<file path="config.mk">
export PLATFORM = sky130hd
export DESIGN_NAME = smpq_ctrl
export DESIGN_NICKNAME = d
export VERILOG_FILES = /design/src/rtl/stable_min_priority_queue_core_assert.svh /design/src/rtl/smpq_pkg.sv /design/src/rtl/smpq_ctrl.sv
export SDC_FILE = /design/constraint.sdc
export NUM_CORES = 1
export LEC_CHECK = 0
export BUFFER_PORTS_ARGS = -buffer_cell sky130_fd_sc_hd__buf_4
export CORE_AREA = 2 2 39 41
export DETAILED_ROUTE_END_ITERATION = 6
export DIE_AREA = 0 0 41 43
export GPL_TIMING_DRIVEN = 0
export PLACE_DENSITY = 0.58
export SLEW_MARGIN = 15
export SYNTH_ARGS = -nofsm -noshare
export SYNTH_HDL_FRONTEND = slang
export SYNTH_SLANG_ARGS = --single-unit
</file>
<file path="constraint.sdc">
create_clock -name clk -period 1.35 [get_ports clk]
set_clock_uncertainty 0.1 [all_clocks]
set_input_delay 0.27 -clock clk [delete_from_list [all_inputs] [get_ports clk]]
set_output_delay 0.27 -clock clk [all_outputs]
set_load 0.005 [all_outputs]
</file>
<file path="src/rtl/stable_min_priority_queue_core_assert.svh">
// Assertion macros for the priority queue core.
`ifndef STABLE_MIN_PRIORITY_QUEUE_CORE_ASSERT_SVH
`define STABLE_MIN_PRIORITY_QUEUE_CORE_ASSERT_SVH
`ifndef SYNTHESIS
`define SMPQ_ASSERT_IMP(lbl, clk, rst_n, ante, cons) \
	lbl: assert property (@(posedge clk) disable iff (!rst_n) (ante) |-> (cons)) \
		else $error("assertion failed");
`define SMPQ_ASSERT_NXT(lbl, clk, rst_n, ante, cons) \
	lbl: assert property (@(posedge clk) disable iff (!rst_n) (ante) |=> (cons)) \
		else $error("assertion failed");
`else
`define SMPQ_ASSERT_IMP(lbl, clk, rst_n, ante, cons)
`define SMPQ_ASSERT_NXT(lbl, clk, rst_n, ante, cons)
`endif
`endif

</file>
<file path="src/rtl/smpq_pkg.sv">
package smpq_pkg;

	localparam int OCC_W = 7;

	localparam logic [1:0] FUNC_PUSH  = 2'd0;
	localparam logic [1:0] FUNC_POP   = 2'd1;
	localparam logic [1:0] FUNC_CLEAR = 2'd2;

	localparam logic [1:0] ST_DONE  = 2'd0;
	localparam logic [1:0] ST_EMPTY = 2'd1;
	localparam logic [1:0] ST_FULL  = 2'd2;

	typedef struct packed {
		logic [1:0]  func;
		logic [30:0] cost;
		logic [30:0] parent_id;
		logic [15:0] operator_index;
	} req_t;

	typedef struct packed {
		logic [1:0]       status;
		logic [30:0]      out_parent_id;
		logic [15:0]      out_operator_index;
		logic [OCC_W-1:0] occupancy;
	} rsp_t;

	typedef struct packed {
		logic [30:0] cost;
		logic [30:0] parent_id;
		logic [15:0] operator_index;
	} entry_t;

	localparam int ENTRY_W = $bits(entry_t);

	typedef enum logic [2:0] {
		S_IDLE,
		S_DECODE,
		S_PCMP,
		S_PFIN,
		S_POUT
	} state_t;

	typedef struct packed {
		logic       cap;
		logic       rd_push;
		logic       rd_pop;
		logic       shift;
		logic       ins;
		logic       pop;
		logic       clr;
		logic       emit;
		logic [1:0] emit_status;
	} ctl_cmd_t;

	typedef struct packed {
		logic [1:0] func;
		logic       full;
		logic       empty;
		logic       gt;
		logic       ptr_one;
	} dp_stat_t;

endpackage

</file>
<file path="src/rtl/smpq_ctrl.sv">
module smpq_ctrl (
	input  logic               clk,
	input  logic               arst_n,
	input  logic               start,
	output logic               busy,
	input  smpq_pkg::dp_stat_t stat,
	output smpq_pkg::ctl_cmd_t cmd
);
	import smpq_pkg::*;

	state_t state_q, state_nxt;

	always_ff @(posedge clk or negedge arst_n) begin
		if (!arst_n) begin
			state_q <= S_IDLE;
		end else begin
			state_q <= state_nxt;
		end
	end

	always_comb begin
		state_nxt = state_q;
		unique case (state_q)
			S_IDLE: begin
				if (start) state_nxt = S_DECODE;
			end
			S_DECODE: begin
				state_nxt = S_IDLE;
				if (stat.func == FUNC_PUSH && !stat.full && !stat.empty) state_nxt = S_PCMP;
				if (stat.func == FUNC_POP && !stat.empty) state_nxt = S_POUT;
			end
			S_PCMP: begin
				if (!stat.gt) state_nxt = S_IDLE;
				else if (stat.ptr_one) state_nxt = S_PFIN;
			end
			S_PFIN: state_nxt = S_IDLE;
			S_POUT: state_nxt = S_IDLE;
			default: state_nxt = S_IDLE;
		endcase
	end

	always_comb begin
		cmd = '0;
		cmd.emit_status = ST_DONE;
		busy = (state_q != S_IDLE);
		unique case (state_q)
			S_IDLE: begin
				cmd.cap = start;
			end
			S_DECODE: begin
				unique case (stat.func)
					FUNC_PUSH: begin
						if (stat.full) begin
							cmd.emit = 1'b1;
							cmd.emit_status = ST_FULL;
						end else if (stat.empty) begin
							cmd.ins = 1'b1;
							cmd.emit = 1'b1;
						end else begin
							cmd.rd_push = 1'b1;
						end
					end
					FUNC_POP: begin
						if (stat.empty) begin
							cmd.emit = 1'b1;
							cmd.emit_status = ST_EMPTY;
						end else begin
							cmd.rd_pop = 1'b1;
						end
					end
					FUNC_CLEAR: begin
						cmd.clr = 1'b1;
						cmd.emit = 1'b1;
					end
					default: cmd.emit = 1'b1;
				endcase
			end
			S_PCMP: begin
				if (stat.gt) begin
					cmd.shift = 1'b1;
					cmd.rd_push = !stat.ptr_one;
				end else begin
					cmd.ins = 1'b1;
					cmd.emit = 1'b1;
				end
			end
			S_PFIN: begin
				cmd.ins = 1'b1;
				cmd.emit = 1'b1;
			end
			S_POUT: begin
				cmd.pop = 1'b1;
				cmd.emit = 1'b1;
			end
			default: ;
		endcase
	end

endmodule

</file>
==> run metrics <==
port bufs=19; number of global-route vias before repair=318; Starting Density=0.178; violated checks=setup timing; Core ar.=0.00138 sq mm; 1st-pass router iterations=4; post-route insts no fill=76; Final period util=1.31; crit path max fanout=3; total power=0.386 mW; largest area contributor in the netlist=dfrtp_1; Pleak=0.291 nW; Worst Slack Setup Final=-0.418 ns; Min-Delay Path Depth=2; Nets=70; Sink Count=3; DIE AREA=0.00176 sq mm; post-placement cell count=66; WP data required=0.98 ns; die height=43 microns; WL per Instance=10.3 microns; worst skew pair latency=0.23 ns; GRT Resource Usage Total=0.104; FF+latch area=78.8 sq um; Die Wd=41 microns; fraction of layout cells with a size suffix above 1=0.767; gpl congestion=0.719; max FFs per register=3; Tightest Pin Transition=0.282 ns; Hold Crit Class=in -> reg; Final ANT Viol Nets=0; max frequency=566 MHz; Max H-tree Level=1; clock tree from TritonCTS=yes; Avg Vias per Cell=4.41; Mapped Area=246 sq um; Sum Neg Setup Slack=-3.04 ns; RSZ-0062 raised after global routing=true; Final Cell Area=572 sq um; clock-pin slew on the worst setup and hold paths=0.03 ns; Crit. End Element=output pin; first-pass GRT wire length=1.19 mm; largest registers=state_q: 3 flops; Top Layer Used=met3; global route total overflow=0; pre-CTS setup slack=-0.260 ns; syn_nets=40; wl on met1=301 microns; initial antenna violation count=0; status=complete, but fails checks; diode count=0; Iteration-0 DRC Markers=9; post-DP HPWL=567 microns; largest net degree at the start of global routing=7; area delta synth->final=132%; Biggest register=state_q; Final setup viols=11; multi-input logic area=220 sq um; Worst Reg-to-Reg Cells=3; post-synth cell types=19; Routed WL=782 microns; register area share after synthesis=0.305; dpl cell area=409 sq um; CTS Root Cell=clkbuf_4; met2 routed WL=411 microns; FF+latch count, synth=3; Hold Fails Final Rpt=0; CTS buffer count=3; fill count=142; yosys warns=0; Row Count=14; Setup CP Type=reg -> out; Max-Cap Viols=0; Bufs on Longest Clock Path=2; Synth top area share=0.305; via count=335; relative slew slack=0.811; Avg Inst Size Synth=7.95 sq um; I/O pin cnt=20; WP data arrival=1.40 ns; max-slew violations=0; crit path time final=1.77 ns; met3 WL=69 microns; PD cells=674 mW/mm^2; Synth area leaders=dfrtp_1 30%, nor4b_4 9.6%, and3_1 7.6%, inv_1 7.6%, nor2_1 6.1%; peak supply drop=0.000446 V; drt drc=0; startpoint class of the critical path=register; gate count of the mapped netlist=31
-- placed cells by master, fill, tap and decap left out, drive strengths merged, types with 3 or more instances in the layout --
cell type	instances
buf	24
inv	5
and3	4
dfrtp	3
clkbuf	4
nand2	3
nor2	4
-- cells by family (layout without fill, tap and decap cells) --
family          count (synthesis)  after routing  synth area share
flops                           3              3             0.305
compound gates                  6              6             0.162
buf+inv                         5             34            0.0762
simple gates                   17             17             0.457
-- final timing paths --
check / from / endpoint / slack, ns
hold reg to reg: state_q[2]$_DFFE_PN0P_ / state_q[1]$_DFFE_PN0P_ / 0.52
hold / removal: stat[0] / state_q[0]$_DFFE_PN0P_ / 0.17
setup reg to reg: state_q[2]$_DFFE_PN0P_ / state_q[2]$_DFFE_PN0P_ / 0.12
setup / recovery: state_q[2]$_DFFE_PN0P_ / cmd[0] / -0.42
min in group asynchronous: arst_n / state_q[1]$_DFFE_PN0P_ / 0.25
max in group asynchronous: arst_n / state_q[0]$_DFFE_PN0P_ / 0.79
-- what timing repair did --
action / 4_1_cts / 5_1_grt
endpoints found under the setup margin: 11 / 11
pin swaps: 4 / 5
buffers inserted: 3 / 2
gates cloned: 0 / 0
gates resized for setup: 15 / 9
hold buffers: 1 / 0
hold endpoints to repair: 3 / 0
-- worst max-delay path, cell delays in order, from the launching register on --
cell,delay (ns)
dfrtp_2,0.41
nor4b_4,0.33
buf_4,0.18
and3_4,0.17
buf_6,0.09
-- power breakdown --
part / total [mW] / internal, mW / switching (mW)
sequential: 0.103 / 0.0956 / 0.00735
combinational: 0.124 / 0.0741 / 0.0501
clock: 0.158 / 0.111 / 0.0475
-- per-layer routing --
metal	up-vias	global-route usage
li1	172	-
met1	151	0.113
met2	12	0.144
met3	0	0.0524
met4	0	0.0800
met5	-	0
-- cell usage after synthesis, drive strengths merged --
cell type / instances
and2: 1
nand3: 1
nor4: 1
nand2: 3
o31ai: 1
o22ai: 1
nor2: 4
inv: 5
o21ai: 1
dfrtp: 3
a21oi: 1
nor2b: 1
and3: 4
and4: 1
a21o: 1
o32ai: 1
nor4b: 1
-- area by class of cell --
type                       count  area share
timing repair buffer          25       0.359
inverter                       5      0.0372
clock buffer                   4      0.0460
sequential                     3       0.138
tap                           16      0.0350
multi-input combinational     23       0.385
-- through the flow --
step,hold slack [ns],utilization
after global placement,-0.0396,0.296
after floorplan,-0.126,-
after detailed placement,-0.0378,0.296
after CTS,0.142,0.377
after global routing,0.166,0.413
final,0.170,0.413
Note: power is estimated with default switching activity, not from simulation.
