## config.mk

```make
export PLATFORM = sky130hd
export DESIGN_NAME = smpq_dp
export DESIGN_NICKNAME = d
export VERILOG_FILES = /design/src/rtl/stable_min_priority_queue_core_assert.svh /design/src/rtl/smpq_pkg.sv /design/src/rtl/smpq_ram.sv /design/src/rtl/smpq_dp.sv
export SDC_FILE = /design/constraint.sdc
export NUM_CORES = 2
export LEC_CHECK = 0
export ABC_CLOCK_PERIOD_IN_PS = 15300
export BUFFER_PORTS_ARGS = -buffer_cell sky130_fd_sc_hd__buf_2
export CAP_MARGIN = 20
export CORE_MARGIN = 10
export CORE_UTILIZATION = 45
export CTS_CLUSTER_DIAMETER = 60
export DETAILED_ROUTE_END_ITERATION = 12
export PLACE_DENSITY_LB_ADDON = 0.2
export SYNTH_ARGS = -nofsm -noshare
export SYNTH_HDL_FRONTEND = slang
export SYNTH_MEMORY_MAX_BITS = 65536
export SYNTH_SLANG_ARGS = --single-unit
```

## constraint.sdc

```tcl
create_clock -name clk -period 15.3 [get_ports clk]
set_input_delay 0.765 -clock clk [delete_from_list [all_inputs] [get_ports clk]]
set_output_delay 0.765 -clock clk [all_outputs]
set_load 0.01 [all_outputs]
```

## src/rtl/stable_min_priority_queue_core_assert.svh

```systemverilog
// Assertion macros for the priority queue core.
`ifndef STABLE_MIN_PRIORITY_QUEUE_CORE_ASSERT_SVH
`define STABLE_MIN_PRIORITY_QUEUE_CORE_ASSERT_SVH
`ifndef SYNTHESIS
`define SMPQ_ASSERT_IMP(lbl, clk, rst_n, ante, cons) \
	lbl: assert property (@(posedge clk) disable iff (!rst_n) (ante) |-> (cons)) \
		else $error("assertion failed");
`define SMPQ_ASSERT_NXT(lbl, clk, rst_n, ante, cons) \
	lbl: assert property (@(posedge clk) disable iff (!rst_n) (ante) |=> (cons)) \
		else $error("assertion failed");
`else
`define SMPQ_ASSERT_IMP(lbl, clk, rst_n, ante, cons)
`define SMPQ_ASSERT_NXT(lbl, clk, rst_n, ante, cons)
`endif
`endif

```

## src/rtl/smpq_pkg.sv

```systemverilog
package smpq_pkg;

	localparam int OCC_W = 7;

	localparam logic [1:0] FUNC_PUSH  = 2'd0;
	localparam logic [1:0] FUNC_POP   = 2'd1;
	localparam logic [1:0] FUNC_CLEAR = 2'd2;

	localparam logic [1:0] ST_DONE  = 2'd0;
	localparam logic [1:0] ST_EMPTY = 2'd1;
	localparam logic [1:0] ST_FULL  = 2'd2;

	typedef struct packed {
		logic [1:0]  func;
		logic [30:0] cost;
		logic [30:0] parent_id;
		logic [15:0] operator_index;
	} req_t;

	typedef struct packed {
		logic [1:0]       status;
		logic [30:0]      out_parent_id;
		logic [15:0]      out_operator_index;
		logic [OCC_W-1:0] occupancy;
	} rsp_t;

	typedef struct packed {
		logic [30:0] cost;
		logic [30:0] parent_id;
		logic [15:0] operator_index;
	} entry_t;

	localparam int ENTRY_W = $bits(entry_t);

	typedef enum logic [2:0] {
		S_IDLE,
		S_DECODE,
		S_PCMP,
		S_PFIN,
		S_POUT
	} state_t;

	typedef struct packed {
		logic       cap;
		logic       rd_push;
		logic       rd_pop;
		logic       shift;
		logic       ins;
		logic       pop;
		logic       clr;
		logic       emit;
		logic [1:0] emit_status;
	} ctl_cmd_t;

	typedef struct packed {
		logic [1:0] func;
		logic       full;
		logic       empty;
		logic       gt;
		logic       ptr_one;
	} dp_stat_t;

endpackage

```

## src/rtl/smpq_ram.sv

```systemverilog
module smpq_ram #(
	parameter int WIDTH = 8,
	parameter int DEPTH = 16
) (
	input  logic                     clk,
	input  logic                     we,
	input  logic [$clog2(DEPTH)-1:0] waddr,
	input  logic [WIDTH-1:0]         wdata,
	input  logic [$clog2(DEPTH)-1:0] raddr,
	output logic [WIDTH-1:0]         rdata
);

	logic [WIDTH-1:0] mem [DEPTH];

	always_ff @(posedge clk) begin
		if (we) begin
			mem[waddr] <= wdata;
		end
		rdata <= mem[raddr];
	end

endmodule

```

## src/rtl/smpq_dp.sv

```systemverilog
module smpq_dp #(
	parameter int CAPACITY = 64
) (
	input  logic               clk,
	input  logic               arst_n,
	input  smpq_pkg::req_t     req,
	input  smpq_pkg::ctl_cmd_t cmd,
	output smpq_pkg::dp_stat_t stat,
	output logic               done,
	output smpq_pkg::rsp_t     rsp
);
	import smpq_pkg::*;

	localparam int AW = $clog2(CAPACITY);
	localparam int CW = $clog2(CAPACITY + 1);
	localparam logic [AW:0]   CAP_EXT = (AW + 1)'(CAPACITY);
	localparam logic [CW-1:0] CAP_CNT = CW'(CAPACITY);
	localparam logic [AW-1:0] LAST    = AW'(CAPACITY - 1);

	req_t          req_q;
	logic [CW-1:0] count_q, count_nxt;
	logic [CW-1:0] ptr_q;
	logic [AW-1:0] head_q;
	logic          done_q;
	rsp_t          rsp_q;

	logic [AW-1:0] rd_lidx, raddr, waddr;
	logic          we;
	entry_t        wdata, rdata, new_entry;

	function automatic logic [AW-1:0] phys(input logic [AW-1:0] h, input logic [AW-1:0] l);
		logic [AW:0] sum;
		sum = {1'b0, h} + {1'b0, l};
		if (sum >= CAP_EXT) sum = sum - CAP_EXT;
		return sum[AW-1:0];
	endfunction

	assign new_entry = '{cost: req_q.cost, parent_id: req_q.parent_id,
		operator_index: req_q.operator_index};

	always_comb begin
		if (cmd.rd_pop) rd_lidx = '0;
		else if (cmd.shift) rd_lidx = AW'(ptr_q - CW'(2));
		else if (cmd.rd_push) rd_lidx = AW'(ptr_q - CW'(1));
		else rd_lidx = '0;
	end

	assign raddr = phys(head_q, rd_lidx);
	assign waddr = phys(head_q, AW'(ptr_q));
	assign we    = cmd.shift | cmd.ins;
	assign wdata = cmd.shift ? rdata : new_entry;

	smpq_ram #(
		.WIDTH (ENTRY_W),
		.DEPTH (CAPACITY)
	) u_ram (
		.clk   (clk),
		.we    (we),
		.waddr (waddr),
		.wdata (wdata),
		.raddr (raddr),
		.rdata (rdata)
	);

	always_comb begin
		count_nxt = count_q;
		if (cmd.ins) count_nxt = count_q + CW'(1);
		else if (cmd.pop) count_nxt = count_q - CW'(1);
		else if (cmd.clr) count_nxt = '0;
	end

	always_ff @(posedge clk or negedge arst_n) begin
		if (!arst_n) begin
			count_q <= '0;
			head_q  <= '0;
			done_q  <= 1'b0;
		end else begin
			count_q <= count_nxt;
			done_q  <= cmd.emit;
			if (cmd.pop) head_q <= (head_q == LAST) ? '0 : head_q + AW'(1);
		end
	end

	always_ff @(posedge clk) begin
		if (cmd.cap) begin
			req_q <= req;
			ptr_q <= count_q;
		end else if (cmd.shift) begin
			ptr_q <= ptr_q - CW'(1);
		end
		if (cmd.emit) begin
			rsp_q.status             <= cmd.emit_status;
			rsp_q.out_parent_id      <= cmd.pop ? rdata.parent_id : '0;
			rsp_q.out_operator_index <= cmd.pop ? rdata.operator_index : '0;
			rsp_q.occupancy          <= OCC_W'(count_nxt);
		end
	end

	assign stat.func    = req_q.func;
	assign stat.full    = (count_q == CAP_CNT);
	assign stat.empty   = (count_q == '0);
	assign stat.gt      = (rdata.cost > req_q.cost);
	assign stat.ptr_one = (ptr_q == CW'(1));

	assign done = done_q;
	assign rsp  = rsp_q;

endmodule

```

==> flow_summary.yaml <==
synth:
  synth_warnings: 0
  yosysSeqAreaShare: 0.778
  ys.flop_type: "edfxtp_1"
  syn_nets: 9282
  synth-async-reset-ratio: 0.00268
  synth_cell_types: 55
  synthCells: 9139
  syn_avg_cell_area_um2: 21.9
  syn_area_um2: 201000
  ys_ff_latch: 5227
  synth-edff-count: 5135
route:
  drtIter0Drc: 14400
  routed.top_layer: "met5"
  dr_wl_met3_um: 57300
  vias_per_cell: 6.39
  wl_per_cell_um: 37.2
  wl_met1_um: 236000
  drt_pass1_iterations: 6
  routed_wl_um: 598000
  ant_nets: 0
  met2_length_um: 286000
  num_vias: 103000
  drc: 0
sta:
  tns_ns: 0
  worst_pin_slew_ns: 1.98
  slew_headroom: -0.323
  finalMaxSlewViolations: 47
  rsz0062_at_grt: "false"
  finalCritPeriodShare: 0.455
  hold_violations: 0
  setup_viol: 0
  skew_ns: 0.0652
  max_freq_mhz: 144
  post-route-min-period_ns: 6.97
clock_network:
  cts_setup_buffers: 0
  ctsHoldBuffers: 83
  clk_pin_slew_ns: 0.06
  insertion_delay_ns: 1.05
  clkSinkCount: 5227
  h-tree-depth: 6
  cts_tree: "built"
  clockRootBuffer: "clkbuf_16"
  clk_path_buf_depth: 4
  cts_made_buffers: 564
  cts_resized: 0
final_layout:
  drive_above_1_share: 0.263
  syn_to_final_growth_pct: 14.5
  final_common_cell: "edfxtp_1"
  fin_nets: 9851
  final_cell_mix: "5135 x edfxtp_1, 1248 x mux4_2, 682 x nand2_1"
  final_cells: 16100
critical_path:
  reg2reg_depth: 15
  crit_type: "reg2reg"
  crit_top_cell: "buf_12"
  cp_slowest_cell: "fa_4"
  worstPathArrival_ns: 7.86
  cpPeakStageDelay_ns: 1.22
  ff2ff_setup_slack_ns: 8.33
  crit_chain: "inv_1 > ha_1 > nor3b_1 > a21oi_1 > or2_2 > fa_4 > buf_4 > buf_12 > buf_12 > mux4_2 > and2_1 > a2111oi_0 > a311oi_1 > o22ai_1 > o31ai_4"
  crit_path_end_kind: "register"
  path_max_fanout: 122
  worstPathRequired_ns: 16.19
  start_kind: "register"
die:
  die_w_um: 688
  start_util: 0.451
  io_pins: 155
  core-area_um2: 445000
  die_y_um: 688
  die_area_um2: 473000
  rows: 245
power_and_ir_drop:
  leakage_uw: 0.0722
  power_density_nw_per_um2: 235
  vdd_drop_max_uv: 317
run_status:
  violations: "slew limit"
  outcome: "finished, violations left"
global_routing:
  grtUsageTotal: 0.247
  grt_max_degree: 145
  globalRouteOverflowTotal: 0
  grt_pass1_wl_um: 825000
  grt_antenna_before_repair: 34
  grt_pass1_vias: 103000
min_path:
  hp-class: "in2reg"
  whs_path_depth: 1
placed_design:
  place_inst: 14900
  place_congestion: 0.771
  numPortBuffers: 154
  dp_hpwl_um: 295000
flow_run:
  cap_violations: 0
stage by stage:
step	utilization	hold slack, ns	power (µW)	setup slack, ns	area [µm²]
2_1_floorplan	-	0.469	33100	9.37	201000
6_report	0.516	0.186	53900	8.33	230000
5_1_grt	0.516	0.169	55800	8.08	230000
3_5_place_dp	0.472	0.563	41000	7.45	210000
3_3_place_gp	0.472	0.566	40700	7.40	210000
4_1_cts	0.514	0.138	54000	8.42	229000
worst max-delay path, delay by kind of cell (launching register included):
kind	cells	cell delay, ns
buf+inv	4	2.17
fa+ha+maj	2	1.55
compound gates	5	1.19
simple gates	3	0.71
flops	1	0.40
mux	1	0.40
per-layer routing:
metal  up-vias  track usage
met5         -            0
met1     56400        0.349
met2      5605        0.398
li1      39800            -
met3      1001       0.0457
met4        10       0.0699
synthesized netlist by cell type, drive strengths merged (6+ instances only):
cell | number | area [µm²]
or2 | 7 | 43.8
nand3 | 12 | 60.1
o22ai | 78 | 488
a311oi | 156 | 1370
ha | 49 | 613
xnor2 | 11 | 96.3
o21ai | 47 | 235
mux2 | 52 | 586
a2111oi | 158 | 1380
inv | 45 | 169
xor2 | 9 | 78.8
a21oi | 26 | 130
mux4 | 1248 | 28100
and2 | 203 | 1270
dfxtp | 78 | 1560
o21a | 6 | 45.0
nor3 | 6 | 30.0
or3 | 7 | 43.8
mux2i | 160 | 1600
o31ai | 80 | 876
a21o | 6 | 45.0
nor2 | 102 | 383
a32o | 156 | 1560
clkbuf | 366 | 1370
dfrtp | 14 | 350
nand2 | 682 | 2560
nand4 | 9 | 56.3
edfxtp | 5135 | 154000
buf | 192 | 953
cell type report:
type	instances	area, µm²
diodes	4	10.0
clock buffers	737	15000
clock inverters	274	2630
fillers	34500	215000
inverters	45	169
multi-input cells	3309	42900
flip-flops and latches	5227	156000
well taps	5928	7420
repair buffers	561	5310
flip-flops by register name (all words and copies together) (netlist names):
name / flops
u_ram.mem: 4992
ptr_q: 7
count_q: 7
head_q: 6
stat: 2
done: 1
new_entry: 78
u_ram.rdata: 78
rsp: 56
final timing paths:
path                                  from         endpoint
hold reg to reg            u_ram.rdata[20]          rsp[27]
max in group asynchronous           arst_n       count_q[0]
setup / recovery                  ptr_q[1]  u_ram.rdata[62]
setup reg to reg                  ptr_q[1]  u_ram.rdata[62]
min in group asynchronous           arst_n             done
hold / removal                      cmd[2]           rsp[8]
logic make-up after synthesis:
group / count (synthesis) / synth area share
AOI/OAI and AO/OA: 729 / 0.0312
xor gates and xnor gates: 20 / 0.000873
adders and majority gates: 51 / 0.00326
buffers and inverters: 603 / 0.0124
DFF: 5227 / 0.778
muxes: 1460 / 0.151
and+or+nand+nor: 1049 / 0.0229
where the power goes:
part | internal [µW] | total [µW] | switching [µW] | leakage [µW]
clock network | 7350 | 13100 | 5710 | 0.00857
registers | 19200 | 19800 | 594 | 0.0473
logic | 7470 | 21100 | 13600 | 0.0164
total | 34000 | 53900 | 19900 | 0.0722
No activity file was read; power rests on OpenSTA's default activity.
